[src/hw/rtl/pidw_pkg.sv]
// Package for the windowed PID velocity controller.
// Request/response payload types, stage tags, CSR map and fixed widths.
// No dependencies.
package pidw_pkg;

   localparam int FRAC_W   = 12;
   localparam int POS_W    = 16;
   localparam int VEL_W    = 16;
   localparam int FLOOR_W  = 4;
   localparam int DIST_W   = 16;
   localparam int MAG_W    = 13;
   localparam int ERR_W    = 18;
   localparam int DELTA_W  = 19;
   localparam int GAIN_W   = 24;
   localparam int ARRIVE_W = 12;
   localparam int STOP_W   = 15;
   localparam int POWER_W  = 32;

   localparam logic [DIST_W-1:0] FULL_SPEED_DIST = 16'd2048;
   localparam logic [MAG_W-1:0]  FULL_SPEED     = 13'd4096;

   localparam logic signed [POWER_W-1:0] POWER_MAX = 32'sh7FFF_FFFF;
   localparam logic signed [POWER_W-1:0] POWER_MIN = 32'sh8000_0000;

   // request modes
   localparam logic MODE_RESTART = 1'b0;
   localparam logic MODE_TICK    = 1'b1;

   // CSR map, register i at byte address 4*i
   localparam int CSR_ADDR_W = 5;
   localparam int CSR_IDX_W  = 3;
   localparam int CSR_DATA_W = 32;
   localparam logic [CSR_IDX_W-1:0] REG_ARRIVE_DIST = 3'd0;
   localparam logic [CSR_IDX_W-1:0] REG_STOP_VEL    = 3'd1;
   localparam logic [CSR_IDX_W-1:0] REG_GAIN_PROP   = 3'd2;
   localparam logic [CSR_IDX_W-1:0] REG_GAIN_INTEG  = 3'd3;
   localparam logic [CSR_IDX_W-1:0] REG_GAIN_DERIV  = 3'd4;

   localparam logic [ARRIVE_W-1:0] ARRIVE_RESET     = 12'd41;
   localparam logic [STOP_W-1:0]   STOP_RESET       = 15'd4;
   localparam logic [GAIN_W-1:0]   GAIN_PROP_RESET  = 24'd20480;
   localparam logic [GAIN_W-1:0]   GAIN_INTEG_RESET = 24'd12;
   localparam logic [GAIN_W-1:0]   GAIN_DERIV_RESET = 24'd12288000;

   // response queue
   localparam int FIFO_DEPTH = 8;
   localparam int FIFO_PTR_W = 3;
   localparam int OCC_W      = 4;

   typedef struct packed {
      logic                      mode;
      logic [POS_W-1:0]          floor_pos;
      logic signed [VEL_W-1:0]   velocity;
      logic [FLOOR_W-1:0]        target_floor;
   } req_type;

   typedef struct packed {
      logic signed [POWER_W-1:0] motor_power;
      logic                      brake;
      logic                      arrived;
   } rsp_type;

   // what the arithmetic pipe carries beside the numbers
   typedef struct packed {
      logic pass;      // PID tick, power goes out
      logic brake;
      logic arrived;
   } pidw_tag_type;

endpackage

[src/hw/rtl/pidw_cell.sv]
// One slot of the error window shift line.
// Depends on pidw_pkg.
module pidw_cell
   import pidw_pkg::*;
(
   input  logic                    clock,
   input  logic                    shift_en,
   input  logic signed [ERR_W-1:0] d_in,
   output logic signed [ERR_W-1:0] q_out
);

   logic signed [ERR_W-1:0] win_ff;
   logic signed [ERR_W-1:0] win_in;

   assign win_in = shift_en ? d_in : win_ff;

   always_ff @(posedge clock) begin
      win_ff <= win_in;
   end

   assign q_out = win_ff;

endmodule

[config.mk]
export PLATFORM = sky130hd
export DESIGN_NAME = pidw_cell
export DESIGN_NICKNAME = d
export VERILOG_FILES = /design/src/hw/rtl/pidw_pkg.sv /design/src/hw/rtl/pidw_cell.sv
export SDC_FILE = /design/constraint.sdc
export NUM_CORES = 1
export LEC_CHECK = 0
export ABC_CLOCK_PERIOD_IN_PS = 800
export BUFFER_PORTS_ARGS = -buffer_cell sky130_fd_sc_hd__buf_2
export CORE_MARGIN = 2
export CORE_UTILIZATION = 28
export CTS_CLUSTER_DIAMETER = 50
export DETAILED_ROUTE_END_ITERATION = 8
export GPL_TIMING_DRIVEN = 0
export PLACE_DENSITY = 0.69
export SETUP_SLACK_MARGIN = 0.02
export SLEW_MARGIN = 30
export SYNTH_ARGS = -nofsm -noshare
export SYNTH_HDL_FRONTEND = slang
export SYNTH_SLANG_ARGS = --single-unit
[constraint.sdc]
create_clock -name clock -period 0.8 [get_ports clock]
set_input_delay 0.04 -clock clock [delete_from_list [all_inputs] [get_ports clock]]
set_output_delay 0.04 -clock clock [all_outputs]
set_load 0.1 [all_outputs]
==> results.md, run 1 <==
- Status: finished with violations
- Failing checks: setup timing
- Critical path fanouts, max: 1
- Syn Area/Cell: 30.0 um^2
- Seq/Total Area, Yosys: 100%
- Post-CTS Setup Inserts: 0
- Final Instance Area: 1080 um^2
- Final Max Slew Viols: 0
- Die area: 2300 um^2
- Pre-CTS setup slack: 16.8 ps
- LEAKAGE: 0.450 nW
- Cell Count, Final, Fillers Out: just over 100
- WL final: 1300 um
- Post-route clock period utilization: 119%
- Cell Rows: 15
- Multi-input logic area: 0 um^2
- Syn_nets: 38
- Post-DP Area: 757 um^2
- CP max stage cell: edfxtp_1
- Initial Util: a little under a third
- H-tree Lvls: 1
- PnR worst setup slack: -148 ps
- Slew headroom: ~73%
- Pwr/cell area: 2260 nW/um^2
- Gp weighted congestion: 0.561
- Initial antenna violation count: 0
- Placed cell count: 80
- Filler cells: 145
- 1st-iter DRT viols: 8
- DRC: 0
- CP Capture Type: primary output
- Via Count: roughly 400
- Fin. Hold Viols: 0
- Part of the power in registers: 47.5%
- Crit Path Class: reg -> out
- Syn Std Cell Area: 541 um^2
- Warnings, synthesis: 0
- Worst Hold Class: in -> reg
- Largest net degree at the start of global routing: 19
- CP max stage delay: between 400 and 500 ps
- Max reg flops: 18
- Critical Path RT: about 760 ps
- Final setup violation count: 18
- # diodes: 0
- Post-synth cell types: 1
- Nets: between 90 and 100
- Vias in the first global route: around 420
- Commonest non-fill, non-tap cell in the layout: buf_2
- RSZ-0062 raised after global routing: yes
- Clock share of power: 18.9%
- CTS root buf: clkbuf_4
- Max_cap viols: 0
- CP cell instances: buf_6
- First-pass GRT wire length: 1770 um
- Min Tclk post-route: around 950 ps
- Gate count of the mapped netlist: 18
- P&R area growth vs syn: 99.1%
- Vias per cell: 3.94
- DR pass1 iterations: 4
- Slew @ Worst Pin: roughly 400 ps
- GRT Total Usage: between 10% and 20%
- Clk buf depth: 2
- Grt ovf: 0
- CTS tree: yes
- # clock sinks: 18
- Post-synthesis sequential element count: 18
- WP buf/inv: 1
- CTS clk-pin slew, worst paths: 110 ps
- Crit path launch type: flop
- Chip Height: between 40 and 50 um
- Switch share: 37.3%
- ANT nets after route: 0
- Commonest cells after routing, fill and taps aside: 19 x buf_2, 18 x dlygate4sd3_1, 18 x buf_6, 18 x edfxtp_1, 3 x clkbuf_4
- CP delay by family, top: flip-flops
- Die width: ~48 um
- CTS Buf Count: 3
- Core area: between 1500 and 2000 um^2
- VDD IR max: 0.00146 V
- Share of cells above drive strength 1: 51.9%
- Post-detailed-route wirelength per cell: 12.7 um
- Pint: about 1.5 mW
- CP Data Arrival Time: 910 ps
- Multi-input gates: 0
- Setup TNS: -2240 ps
- Port Buffers: 37
- Net Sw Power: around 0.91 mW
- Comb power frac: 33.6%
- I/O pins: 38
- Fmax: 1050 MHz
==> synth_stat cells <==
cell	instances	area share, %
edfxtp_1	18	100
==> power by group through the flow <==
stage          Sequential [mW]  Clock [mW]  Combinational, mW
3_5_place_dp              1.16           0              0.661
6_report                  1.16       0.459              0.818
4_1_cts                   1.15       0.463              0.817
5_1_grt                   1.16       0.503              0.838
2_1_floorplan             1.70           0                  0
3_3_place_gp              1.15           0              0.658
==> repair_timing <==
item,4_1_cts,5_1_grt
hold buffers,18,0
endpoints found under the setup margin,18,18
endpoints found under the hold margin,18,0
resized for setup,36,0
pin swaps,0,0
==> layer usage <==
layer	GRT usage [%]	share of wire (%)
met4	7.57	3.1
met2	23.7	59
met5	0	0
met1	11.2	33
met3	3.02	4.7
==> kinds of logic after synthesis <==
family,Yosys count,share of synthesized area (%)
flops,18,100
==> worst paths after layout <==
check / startpoint / to / slack (ps) / depth (start not counted)
max: q_out[5] / q_out[5] / -150 / 1
min: shift_en / q_out[17] / 200 / 1
==> layout make-up <==
type | instances | area (um^2) | area share [%]
timing repair buffer | 55 | 478 | 44.4
clock inverter | 1 | 3.75 | 0.349
clock buffer | 3 | 22.5 | 2.09
tap | 25 | 31.3 | 2.91
sequential | 18 | 541 | 50.2
==> through the flow <==
stage | power [mW] | util [%] | hold WS (ps)
5_1_grt | 2.50 | 61.0 | 196
3_3_place_gp | 1.81 | 42.9 | 217
3_5_place_dp | 1.82 | 42.9 | 218
4_1_cts | 2.43 | 61.0 | 194
6_report | 2.43 | 61.0 | 199
2_1_floorplan | 1.70 | - | 139
(Power assumes the default switching activity.)
==> inputs of run 2 (changes only) <==
Settings changed: PLACE_DENSITY 0.69 to unset, PLACE_DENSITY_LB_ADDON set to 0.1.
==> results.md, run 2 (synthesized netlist as in run 1, its figures left out) <==
- CP delay by family, top: flip-flops
- Status: finished with violations
- WP buf/inv: 1
- PnR worst setup slack: -149 ps
- P&R area growth vs syn: 99.1%
- Post-detailed-route wirelength per cell: 11.6 um
- Grt ovf: 0
- Gp weighted congestion: around 0.64
- DRC: 0
- Post-CTS Setup Inserts: 0
- Cell Count, Final, Fillers Out: 102
- Fmax: 1050 MHz
- Crit Path Class: reg -> out
- ANT nets after route: 0
- Largest net degree at the start of global routing: 19
- CP max stage delay: 420 ps
- Commonest non-fill, non-tap cell in the layout: buf_2
- RSZ-0062 raised after global routing: yes
- Die width: about 48 um
- VDD IR max: 0.00124 V
- CP cell instances: buf_6
- Nets: 98
- Clock share of power: between 10% and 20%
- CTS clk-pin slew, worst paths: ~100 ps
- Core area: 1760 um^2
- # diodes: 0
- H-tree Lvls: 1
- CP Data Arrival Time: 910 ps
- Multi-input gates: 0
- CTS Buf Count: 3
- Via Count: 400
- Part of the power in registers: 47.7%
- GRT Total Usage: 11.5%
- Slew @ Worst Pin: between 300 and 400 ps
- Multi-input logic area: 0 um^2
- Port Buffers: 37
- Vias in the first global route: a little over 400
- Vias per cell: ~3.9
- Chip Height: 47.9 um
- Final setup violation count: 18
- Pint: 1.53 mW
- Hold EP: q_out[10]
- Post-route clock period utilization: 119%
- Worst Hold Class: in -> reg
- CTS tree: yes
- Hold Crit Depth: 1
- LEAKAGE: around 0.45 nW
- Critical Path RT: around 760 ps
- I/O pins: 38
- Max reg flops: 18
- WHS: 190 ps
- Initial antenna violation count: 0
- Share of cells above drive strength 1: 51.9%
- DR pass1 iterations: 3
- Die area: around 2300 um^2
- Final Max Slew Viols: 0
- Critical path fanouts, max: 1
- First-pass GRT wire length: roughly 1700 um
- # clock sinks: 18
- Cell Rows: 15
- Initial Util: 30.6%
- Net Sw Power: roughly 0.9 mW
- Min Tclk post-route: about 950 ps
- Failing checks: setup timing
- Slew headroom: 74.4%
- CP max stage cell: edfxtp_1
- Pwr/cell area: 2250 nW/um^2
- CTS root buf: clkbuf_4
- CP Capture Type: primary output
- Commonest cells after routing, fill and taps aside: 19 x buf_2, 18 x dlygate4sd3_1, 18 x buf_6, 18 x edfxtp_1, 3 x clkbuf_4
- Hold Path Origin: shift_en
- Switch share: 37.0%
- WL final: 1180 um
- Placed cell count: 80
- Clk buf depth: 2
- Crit path launch type: flop
- 1st-iter DRT viols: 7
- Setup TNS: -2170 ps
- Comb power frac: 33.7%
- Max_cap viols: 0
- Fin. Hold Viols: 0
[run 2: cell counts in the layout (fill, tap and decap cells not counted)]
Identical to the previous run, type by type.
[run 2: area by class of cell]
cell class            count  area, um^2
Fill cell               158         688
Clock inverter            1        3.75
Sequential cell          18         541
Tap cell                 25        31.3
Timing Repair Buffer     55         478
Clock buffer              3        22.5
[run 2: repair_timing]
| action | in CTS | in global routing |
|---|---|---|
| hold buffers | 18 | 0 |
| resized for setup | 36 | 0 |
| endpoints found under the setup margin | 18 | 18 |
| gates cloned | 0 | 0 |
| hold endpoints to repair | 18 | 0 |
[run 2: worst max-delay path by stage]
stage          startpoint  slack, ps  depth (start not counted)         to
2_1_floorplan    q_out[0]       -140                          0   q_out[0]
3_3_place_gp    q_out[15]         40                          1  q_out[15]
3_5_place_dp    q_out[16]         30                          1  q_out[16]
4_1_cts         q_out[16]       -150                          1  q_out[16]
5_1_grt         q_out[12]       -190                          1  q_out[12]
6_report        q_out[12]       -150                          1  q_out[12]
[run 2: stage by stage]
step	util, %	worst slack [ps]	power (mW)	cell area, um^2
after CTS	61.0	-146	2.44	1080
final	61.0	-149	2.42	1080
after global routing	61.0	-192	2.53	1080
after floorplan	-	-144	1.70	541
after global placement	42.9	35.3	1.81	757
after detailed placement	42.9	30.4	1.82	757
[run 2: layer usage]
metal	vias to the layer above	global-route usage (%)	part of all wire [%]
li1	190	-	-
met1	186	10.8	34
met2	22	21.9	58
met3	2	4.15	7.6
met4	0	4.86	0.51
met5	-	0	0
[run 2: power groups by stage]
stage	clock, mW	sequential (mW)	combinational [mW]
after CTS	0.471	1.15	0.816
after detailed placement	0	1.15	0.661
final	0.452	1.15	0.816
after floorplan	0	1.70	0
after global placement	0	1.15	0.660
after global routing	0.525	1.16	0.839
